### config.mk
export PLATFORM = sky130hd
export DESIGN_NAME = circular_deque_unit
export DESIGN_NICKNAME = d
export VERILOG_FILES = /design/src/rtl/core/cdq_pkg.sv /design/src/rtl/core/cdq_ram.sv /design/src/rtl/core/circular_deque_unit.sv
export SDC_FILE = /design/constraint.sdc
export NUM_CORES = 1
export LEC_CHECK = 0
export ABC_AREA = 0
export ABC_CLOCK_PERIOD_IN_PS = 6000
export BUFFER_PORTS_ARGS = -buffer_cell sky130_fd_sc_hd__buf_2
export CORE_ASPECT_RATIO = 0.75
export CORE_MARGIN = 2
export CORE_UTILIZATION = 66
export DETAILED_ROUTE_END_ITERATION = 16
export PLACE_DENSITY = 0.84
export RECOVER_POWER = 25
export SLEW_MARGIN = 20
export SYNTH_ARGS = -nofsm -noshare
export SYNTH_HDL_FRONTEND = slang
export SYNTH_SLANG_ARGS = --single-unit
### constraint.sdc
create_clock -name clk_i -period 6 [get_ports clk_i]
set_input_delay 1.8 -clock clk_i [delete_from_list [all_inputs] [get_ports clk_i]]
set_output_delay 1.8 -clock clk_i [all_outputs]
set_load 0.01 [all_outputs]
### src/rtl/core/cdq_pkg.sv
`default_nettype none
// ----------------------------------------------------------------------------
// cdq_pkg
// Types and constants for the circular deque unit.
// ----------------------------------------------------------------------------
package cdq_pkg;

  localparam int unsigned Depth = 16;
  localparam int unsigned IdxW  = $clog2(Depth);
  localparam int unsigned DataW = 32;
  localparam int unsigned CntW  = 5;

  typedef enum logic [2:0] {
    CmdPushFront = 3'd0,
    CmdPushRear  = 3'd1,
    CmdPopFront  = 3'd2,
    CmdPopRear   = 3'd3,
    CmdDump      = 3'd4
  } cmd_e;

  typedef enum logic [1:0] {
    StOk        = 2'd0,
    StOverflow  = 2'd1,
    StUnderflow = 2'd2
  } status_e;

  typedef enum logic {
    StateIdle = 1'b0,
    StateDump = 1'b1
  } state_e;

  typedef struct packed {
    logic [2:0]              cmd;
    logic signed [DataW-1:0] value;
  } cdq_req_t;

  typedef struct packed {
    logic signed [DataW-1:0] data;
    logic [1:0]              status;
    logic [CntW-1:0]         count;
    logic                    last;
  } cdq_res_t;

endpackage
`default_nettype wire

### src/rtl/core/cdq_ram.sv
`default_nettype none
// ----------------------------------------------------------------------------
// cdq_ram
// Generic single write port, single read port RAM with registered read data.
// ----------------------------------------------------------------------------
module cdq_ram #(
  parameter int unsigned Width = 32,
  parameter int unsigned Depth = 16
) (
  input  wire logic                     clk_i,
  input  wire logic                     we_i,
  input  wire logic [$clog2(Depth)-1:0] waddr_i,
  input  wire logic [Width-1:0]         wdata_i,
  input  wire logic [$clog2(Depth)-1:0] raddr_i,
  output logic      [Width-1:0]         rdata_o
);

  logic [Width-1:0] mem_q [Depth];
  logic [Width-1:0] rdata_q;

  always_ff @(posedge clk_i) begin
    if (we_i) begin
      mem_q[waddr_i] <= wdata_i;
    end
    rdata_q <= mem_q[raddr_i];
  end

  assign rdata_o = rdata_q;

endmodule
`default_nettype wire

### src/rtl/core/circular_deque_unit.sv
`default_nettype none
// ----------------------------------------------------------------------------
// circular_deque_unit
// Double-ended queue of signed 32-bit words kept in a circular RAM.
// ----------------------------------------------------------------------------
// Push front, push rear, pop front and pop rear leave busy low, so while busy
// is low a new command can be started every cycle; its single result
// appears on res_o, strobed by res_valid_o, in the cycle after the start. A
// dump of N held elements streams N results, front first, one RAM read per
// cycle; busy is high while the elements after the first are read and the
// final result carries last. Pops and dumps of an empty deque give one underflow
// result, a push into a full deque gives one overflow result, and unused
// command codes are dropped without a result. Results cannot be held off by
// the receiver, so they must be taken in the cycle they are strobed.
module circular_deque_unit
  import cdq_pkg::*;
(
  input  wire logic     clk_i,
  input  wire logic     rst_ni,
  input  wire logic     start,
  output logic          busy,
  input  wire cdq_req_t req_i,
  output logic          res_valid_o,
  output cdq_res_t      res_o
);

  function automatic logic [IdxW-1:0] idx_inc(input logic [IdxW-1:0] i);
    return (i == IdxW'(Depth - 1)) ? '0 : i + IdxW'(1);
  endfunction

  function automatic logic [IdxW-1:0] idx_dec(input logic [IdxW-1:0] i);
    return (i == '0) ? IdxW'(Depth - 1) : i - IdxW'(1);
  endfunction

  state_e            state_q, state_d;
  logic [IdxW-1:0]   head_q, head_d;
  logic [IdxW-1:0]   tail_q, tail_d;
  logic [CntW-1:0]   occ_q, occ_d;
  logic [IdxW-1:0]   ptr_q, ptr_d;
  logic [CntW-1:0]   rem_q, rem_d;

  logic              valid_q, valid_d;
  logic              sel_rd_q, sel_rd_d;
  logic [1:0]        status_q, status_d;
  logic [CntW-1:0]   count_q, count_d;
  logic              last_q, last_d;

  logic              accept;
  logic              full, empty;
  logic              we;
  logic [IdxW-1:0]   waddr, raddr;
  logic [DataW-1:0]  rdata;

  assign accept = start && !busy;
  assign full   = (occ_q == CntW'(Depth));
  assign empty  = (occ_q == '0);

  always_comb begin
    state_d  = state_q;
    head_d   = head_q;
    tail_d   = tail_q;
    occ_d    = occ_q;
    ptr_d    = ptr_q;
    rem_d    = rem_q;
    valid_d  = 1'b0;
    sel_rd_d = 1'b0;
    status_d = StOk;
    count_d  = occ_q;
    last_d   = 1'b1;
    we       = 1'b0;
    waddr    = tail_q;
    raddr    = head_q;
    busy     = 1'b0;

    case (state_q)
      StateIdle: begin
        if (accept) begin
          case (req_i.cmd)
            CmdPushFront, CmdPushRear: begin
              valid_d = 1'b1;
              if (full) begin
                status_d = StOverflow;
              end else begin
                we = 1'b1;
                if (req_i.cmd == CmdPushFront) begin
                  waddr  = idx_dec(head_q);
                  head_d = idx_dec(head_q);
                end else begin
                  waddr  = tail_q;
                  tail_d = idx_inc(tail_q);
                end
                occ_d   = occ_q + CntW'(1);
                count_d = occ_q + CntW'(1);
              end
            end
            CmdPopFront, CmdPopRear: begin
              valid_d = 1'b1;
              if (empty) begin
                status_d = StUnderflow;
              end else begin
                sel_rd_d = 1'b1;
                if (req_i.cmd == CmdPopFront) begin
                  raddr  = head_q;
                  head_d = idx_inc(head_q);
                end else begin
                  raddr  = idx_dec(tail_q);
                  tail_d = idx_dec(tail_q);
                end
                occ_d   = occ_q - CntW'(1);
                count_d = occ_q - CntW'(1);
              end
            end
            CmdDump: begin
              valid_d = 1'b1;
              if (empty) begin
                status_d = StUnderflow;
              end else begin
                sel_rd_d = 1'b1;
                raddr    = head_q;
                last_d   = (occ_q == CntW'(1));
                ptr_d    = idx_inc(head_q);
                rem_d    = occ_q - CntW'(1);
                if (occ_q != CntW'(1)) begin
                  state_d = StateDump;
                end
              end
            end
            default: begin
              valid_d = 1'b0;
            end
          endcase
        end
      end
      StateDump: begin
        // stream the remaining elements, one read per cycle
        busy     = 1'b1;
        valid_d  = 1'b1;
        sel_rd_d = 1'b1;
        raddr    = ptr_q;
        last_d   = (rem_q == CntW'(1));
        ptr_d    = idx_inc(ptr_q);
        rem_d    = rem_q - CntW'(1);
        if (rem_q == CntW'(1)) begin
          state_d = StateIdle;
        end
      end
      default: begin
        state_d = StateIdle;
      end
    endcase
  end

  always_ff @(posedge clk_i or negedge rst_ni) begin
    if (!rst_ni) begin
      state_q <= StateIdle;
      head_q  <= '0;
      tail_q  <= '0;
      occ_q   <= '0;
      ptr_q   <= '0;
      rem_q   <= '0;
      valid_q <= 1'b0;
    end else begin
      state_q <= state_d;
      head_q  <= head_d;
      tail_q  <= tail_d;
      occ_q   <= occ_d;
      ptr_q   <= ptr_d;
      rem_q   <= rem_d;
      valid_q <= valid_d;
    end
  end

  always_ff @(posedge clk_i) begin
    sel_rd_q <= sel_rd_d;
    status_q <= status_d;
    count_q  <= count_d;
    last_q   <= last_d;
  end

  cdq_ram #(
    .Width (DataW),
    .Depth (Depth)
  ) u_ram (
    .clk_i   (clk_i),
    .we_i    (we),
    .waddr_i (waddr),
    .wdata_i (req_i.value),
    .raddr_i (raddr),
    .rdata_o (rdata)
  );

  // read data lands in the cycle after its address, together with the beat
  assign res_valid_o   = valid_q;
  assign res_o.data    = sel_rd_q ? $signed(rdata) : '0;
  assign res_o.status  = status_q;
  assign res_o.count   = count_q;
  assign res_o.last    = last_q;

`ifndef SYNTHESIS
  a_dump_streams: assert property (@(posedge clk_i) disable iff (!rst_ni)
    busy |=> res_valid_o)
    else $error("dump stream has a gap");

  a_cmd_answered: assert property (@(posedge clk_i) disable iff (!rst_ni)
    (start && !busy && (req_i.cmd == CmdPushFront || req_i.cmd == CmdPushRear ||
      req_i.cmd == CmdPopFront || req_i.cmd == CmdPopRear || req_i.cmd == CmdDump))
    |=> res_valid_o)
    else $error("accepted command gave no result");

  a_overflow_full: assert property (@(posedge clk_i) disable iff (!rst_ni)
    (res_valid_o && res_o.status == StOverflow) |-> (res_o.count == CntW'(Depth)))
    else $error("overflow reported while not full");

  a_more_follows: assert property (@(posedge clk_i) disable iff (!rst_ni)
    (res_valid_o && !res_o.last) |-> busy)
    else $error("non-final beat with no dump in progress");
`endif

endmodule
`default_nettype wire
After elaboration in Yosys (flattened, before gate mapping)
Memory sizes are Yosys's and may differ from the RTL's. A register that Yosys moved wholly into a read port is not among the register bits.
Index checks and enable logic that the tools add are counted.

storage, ports and cells
  memories kept = 1
  output and inout port bits = 42
  memory bits (writable) = 512
  bits in registers = 33
  word-level logic and storage cells = 123
  input port bits = 38

memory list
  memory       depth  bits a word  read ports  clocked after memory_dff  wr ports  line           source
  u_ram.mem_q  16     32           1           1                         1         cdq_ram.sv:18  logic [Width-1:0] mem_q [Depth];

cells by class
  mux-type cells = 66
  bitwise logic cells = 2
  reduce and logical (&&, ||, !) cells = 15
  eq/ne operators = 20
  add/sub/neg operators = 8

operators with widths
  operator                                           number
  2-to-1 mux 4 bit                                   25
  2-to-1 mux 5 bit                                   7
  2-to-1 mux 32 bit                                  1
  case mux 4 bit (2 select lines)                    4
  2-to-1 mux 1 bit                                   21
  case mux 5 bit (2 select lines)                    2
  != test 2 bit (second input constant)              8
  AND reduction 7 bit                                2
  adder 4 x 1 -> 4 bit (second input constant)       3
  == test 4 bit (second input constant)              3
  == test 5 x 1 -> 1 bit (second input constant)     2
  subtractor 5 x 1 -> 5 bit (second input constant)  2
  zero test 4 bit                                    2
  case mux 1 bit (2 select lines)                    4
  subtractor 4 x 1 -> 4 bit (second input constant)  2
  == test 3 x 2 -> 1 bit (second input constant)     2
  OR reduction 2 bit                                 3
  adder 5 x 1 -> 5 bit (second input constant)       1
  == test 5 bit (second input constant)              1
  zero test 5 bit                                    1
  != test 5 x 1 -> 1 bit (second input constant)     1
  OR reduction 5 bit                                 1
  case mux 2 bit (2 select lines)                    1
  == test 3 x 1 -> 1 bit (second input constant)     1
  10 further kinds                                   11

Logic depth before layout (Yosys ltp)
  depth after elaboration = 7
  mapped depth = 11
  depth with buffers taken out = 8

Cells and area by module
From an unflattened synthesis, not the netlist that was laid out.

second synthesis, totals
  cell total of the unflattened synthesis = 1108
  area total of the unflattened synthesis = 22221.3 µm²

by module, submodules not included
  module               sequential area each (µm²)  area an instance (µm²)  cells an instance  times used
  cdq_ram              16015.4                     19835.3                 838                1
  circular_deque_unit  780.7                       2386.0                  270                1

Worst setup path after synthesis
Ideal clock, no wire load.

  path kind = input-to-reg
  from = input req_i[34] (netlist name)
  to = memory u_ram.mem_q[14][0] (enable)
  required time = 5.579 ns
  arrival time = 4.639 ns
  setup slack = 0.940 ns
  path buffers = 1
  stages on the path = 6
  path through = clkbuf_1 nor3b_1 nand3_1 mux2i_1 or3b_2 nor2_1

on the way
  longest elaborated chain between the ends = 7

ends and longest elaborated chain
  what                                                              line                                                  source
  start, declared                                                   circular_deque_unit.sv:22                             input wire cdq_req_t req_i,
  == test 3 x 1 -> 1 bit / zero test 3 bit (equally long branches)  circular_deque_unit.sv:78, circular_deque_unit.sv:85
  OR reduction 2 bit                                                circular_deque_unit.sv:78                             case (req_i.cmd)
  2-to-1 mux 1 bit                                                  circular_deque_unit.sv:78
  2-to-1 mux 1 bit                                                  circular_deque_unit.sv:77                             if (accept) begin
  2-to-1 mux 1 bit                                                  circular_deque_unit.sv:75                             case (state_q)
  2-to-1 mux 1 bit                                                  cdq_ram.sv:22                                         if (we_i) begin
  2-to-1 mux 1 bit (implied by the code)                            cdq_ram.sv:23                                         mem_q[waddr_i] <= wdata_i;
  end, declared                                                     cdq_ram.sv:18

Parallel ways exist; a longest one is shown, timed or not.

Final worst setup path
  from = input req_i[34] (netlist name)
  to = register u_ram.rdata_q[20] (netlist: u_ram.rdata_o[20]), read port of u_ram.mem_q

on the way
  longest elaborated chain between the ends = 6

ends and longest elaborated chain
  what                               line                                                   source
  == test 3 x 2 -> 1 bit             circular_deque_unit.sv:78, circular_deque_unit.sv:102
  2-to-1 mux 4 bit                   circular_deque_unit.sv:102                             if (req_i.cmd == CmdPopFront) begin
  2-to-1 mux 4 bit                   circular_deque_unit.sv:98                              if (empty) begin
  2-to-1 mux 4 bit *                 n/a
  2-to-1 mux 4 bit *                 circular_deque_unit.sv:77
  case mux 4 bit (2 select lines) *  circular_deque_unit.sv:75
  end, declared                      cdq_ram.sv:19                                          logic [Width-1:0] rdata_q;

Mark *: on every way between the ends. The rest lies on a longest branch, timed or not.
A chain may end at the register's enable or synchronous reset.

==> impl_metrics.env <==
export IMPL_busiest_layer="met2"
export IMPL_grt_use_met1_pct=43.91
export IMPL_r2r_cells=9
export IMPL_max_freq_ghz=0.2244
export IMPL_hold_viol=0
export IMPL_fill_cells=2008
export IMPL_ir_drop_mv=0.6079
export IMPL_tightest_slew_ns=1.017
export IMPL_synthArstFlopShare_pct=4.159
export IMPL_cts_root_buf="clkbuf_16"
export IMPL_io_pins=80
export IMPL_cp_end_kind="flip-flop"
export IMPL_reg2reg_to="u_ram.rdata_o[30]"
export IMPL_drtIter0Drc=2295
export IMPL_area_growth_pct=11.62
export IMPL_die_area_um2=37060
export IMPL_combPwrFrac_pct=39.0
export IMPL_yosysMostFrequentCell="edfxtp_1"
export IMPL_routed_wirelength_um=57320
export IMPL_final_period_utilization_pct=74.26
export IMPL_setup_viol=0
export IMPL_min_period_ns=4.456
export IMPL_fp_dieW_um=221.6
export IMPL_violations="DRC"
export IMPL_timing_rr_start="occ_q[0]"
export IMPL_start_util_pct=67.28
export IMPL_num_rows=59
export IMPL_worstPathRequired_ns=6.45
export IMPL_status="complete, but fails checks"
export IMPL_cts_sinks=577
export IMPL_antenna_found_initial=1
export IMPL_synth_top_cells_by_area="edfxtp_1 (66%), dfxtp_1 (3.5%), and3_1 (3.5%)"
export IMPL_yosys_warnings=0
export IMPL_layout_nets=1668
export IMPL_drc_errors=1
export IMPL_cts_clk_slew_worst_paths_ns=0.07
export IMPL_syn_area_per_cell_um2=14.89
export IMPL_worstSkewPairLatency_ns=0.60
export IMPL_grt_pass1_wl_um=85770
export IMPL_rsz0062_at_grt="no"
export IMPL_grtUsageMet3_pct=5.773
export IMPL_post_cts_resized=0
export IMPL_grt_usage_pct=30.74
export IMPL_yosysUniqueCellTypes=56
export IMPL_die_h_um=167.2
export IMPL_postCtsHoldBufs=0
export IMPL_pwr_share_seq_pct=36.5
export IMPL_drt_pass1_iterations=12
export IMPL_arrival_ns=4.91
export IMPL_synthesis_area_um2=23440
export IMPL_vias=14823
export IMPL_syn_instance_count=1574
export IMPL_critPathMaxFanout=45
export IMPL_ctsHtreeMaxLevel=2
export IMPL_port_buffers=79
export IMPL_clock_path_buffers=3
export IMPL_synth_enable_flop_cells=512
export IMPL_hp_class="reg -> reg"
export IMPL_pwr_share_clk_pct=24.5
export IMPL_synth_top_area_share_pct=65.59
export IMPL_grt_use_met2_pct=48.22
export IMPL_holdCritStartpoint="ptr_q[1]"
export IMPL_internal_power_w=0.008355
export IMPL_clock_skew_ns=0.02214
export IMPL_ant_nets=0
export IMPL_p_switching_w=0.005067
export IMPL_cts_setup_buffers=0
export IMPL_core_um2=34840
export IMPL_switching_share_pct=37.75
export IMPL_slew_violations=0
export IMPL_ys_ff_latch=577
export IMPL_leakagePower_nw=8.976
export IMPL_gr_total_overflow=0
export IMPL_grt_pass1_vias=14257
export IMPL_dp_hpwl_um=31530
export IMPL_hold_path_endpoint="ptr_q[1]"
export IMPL_holdPathStages=2
export IMPL_instances_no_fill=2120
export IMPL_path_class="in -> reg"
export IMPL_cellPowerDensity_nw_per_um2=512.9
export IMPL_postSynthNetCount=1623
export IMPL_startpoint_type="primary input"
export IMPL_tns_ns=0
export IMPL_max_slew_margin_pct=32.00
export IMPL_reg2reg_slack_ns=1.70
export IMPL_drv_cap=0
export IMPL_cts_buffers=51
export IMPL_synthFlopType="edfxtp_1"
export IMPL_drive_gt1_share_pct=13.96
export IMPL_routabilityCongestion=0.8593
export IMPL_cts_tree="yes"
export IMPL_viasPerCell=6.992
export IMPL_grt_start_max_net_pins=143
export IMPL_synth_seq_area_share_pct=71.65
export IMPL_synth_commonest_cells="edfxtp_1 (512), nand2_1 (162), and3_1 (130), a211oi_1 (96), clkbuf_1 (92)"
export IMPL_place_inst=2023
export IMPL_yosys_area_top_type="edfxtp_1"
export IMPL_post_drt_wl_per_cell_um=27.04
[stage by stage]
step                cell area, µm²  util [%]  hold slack, ns  power (W)  setup slack [ns]
floorplan                    23440         -          0.5136   0.008478            0.9395
global placement             24510     70.36          0.5408   0.009870             1.227
detailed placement           24510     70.36          0.5712    0.01005             1.081
CTS                          26190     75.17          0.5859    0.01335             1.680
global route                 26170     75.09          0.6152    0.01392             1.489
finish                       26170     75.09          0.5873    0.01342             1.544
[layout make-up]
cell class / count / area, µm² / area share (%)
Inverter: 13 / 48.80 / 0.1865
Sequential cell: 577 / 16800 / 64.19
Clock inverter: 23 / 226.5 / 0.8655
Multi-Input combinational cell: 857 / 6177 / 23.61
Antenna cell: 1 / 2.502 / 0.009564
Timing Repair Buffer: 119 / 892.1 / 3.410
Tap cell: 457 / 571.8 / 2.185
Clock buffer: 73 / 1450 / 5.542
[critical path, cell delays in order]
cell and delay (ns):
buf_2 0.14, nand3b_1 0.37, o311ai_4 0.95, and2_2 0.62, buf_12 0.32, a311oi_1 0.15
or4_1 0.51
[kinds of logic after synthesis]
kind of cell	count (synthesis)	synth area share, %
fa+ha+maj	11	0.5871
compound gates	326	11.58
flops	577	71.65
buf+inv	140	2.781
xor+xnor	16	0.5978
simple gates	435	9.848
mux	69	2.957
[routing by layer]
| metal | vias up | part of all wire (%) |
|---|---|---|
| met2 | 1003 | 47 |
| met1 | 7335 | 39 |
| met3 | 138 | 11 |
| li1 | 6347 | - |
| met4 | 0 | 3.1 |
| met5 | - | 0 |
[layout by cell type, fill, tap and decap left out, drive strengths merged, types with 18 or more instances in the layout]
cell      n
and3    130
and2     37
a21oi    18
a211oi  128
buf      96
a221oi   66
nand2   164
or4      32
a311oi   65
dfrtp    24
nor2     32
dfxtp    41
clkbuf   96
mux2i    67
edfxtp  512
[power groups by stage]
stage / Sequential, W / Clock [W] / Combinational (W)
after CTS: 0.00489 / 0.00329 / 0.00517
after global placement: 0.00497 / 0 / 0.00490
final: 0.00490 / 0.00328 / 0.00524
after global routing: 0.00492 / 0.00345 / 0.00555
after detailed placement: 0.00497 / 0 / 0.00508
after floorplan: 0.00484 / 0 / 0.00364
[worst max path at each step]
stage                                     to  slack (ns)      start  cells after the start
after floorplan           u_ram.mem_q[14][0]        0.94  req_i[34]                      6
after global placement     u_ram.rdata_o[14]        1.23  req_i[34]                      7
after detailed placement    u_ram.rdata_o[6]        1.08  req_i[34]                      7
after CTS                   u_ram.rdata_o[5]        1.68  req_i[34]                      7
after global routing        u_ram.rdata_o[5]        1.49  req_i[34]                      7
final                      u_ram.rdata_o[20]        1.54  req_i[34]                      7
[registers in the layout, indices dropped and copies added, names as in the netlist]
name           count
ptr_q              4
tail_q             4
sel_rd_q           1
rem_q              5
count_q            5
occ_q              5
u_ram.rdata_o     32
status_q           2
state_q            1
res_valid_o        1
u_ram.mem_q      512
last_q             1
head_q             4
Power figures use the tool's default switching activity.
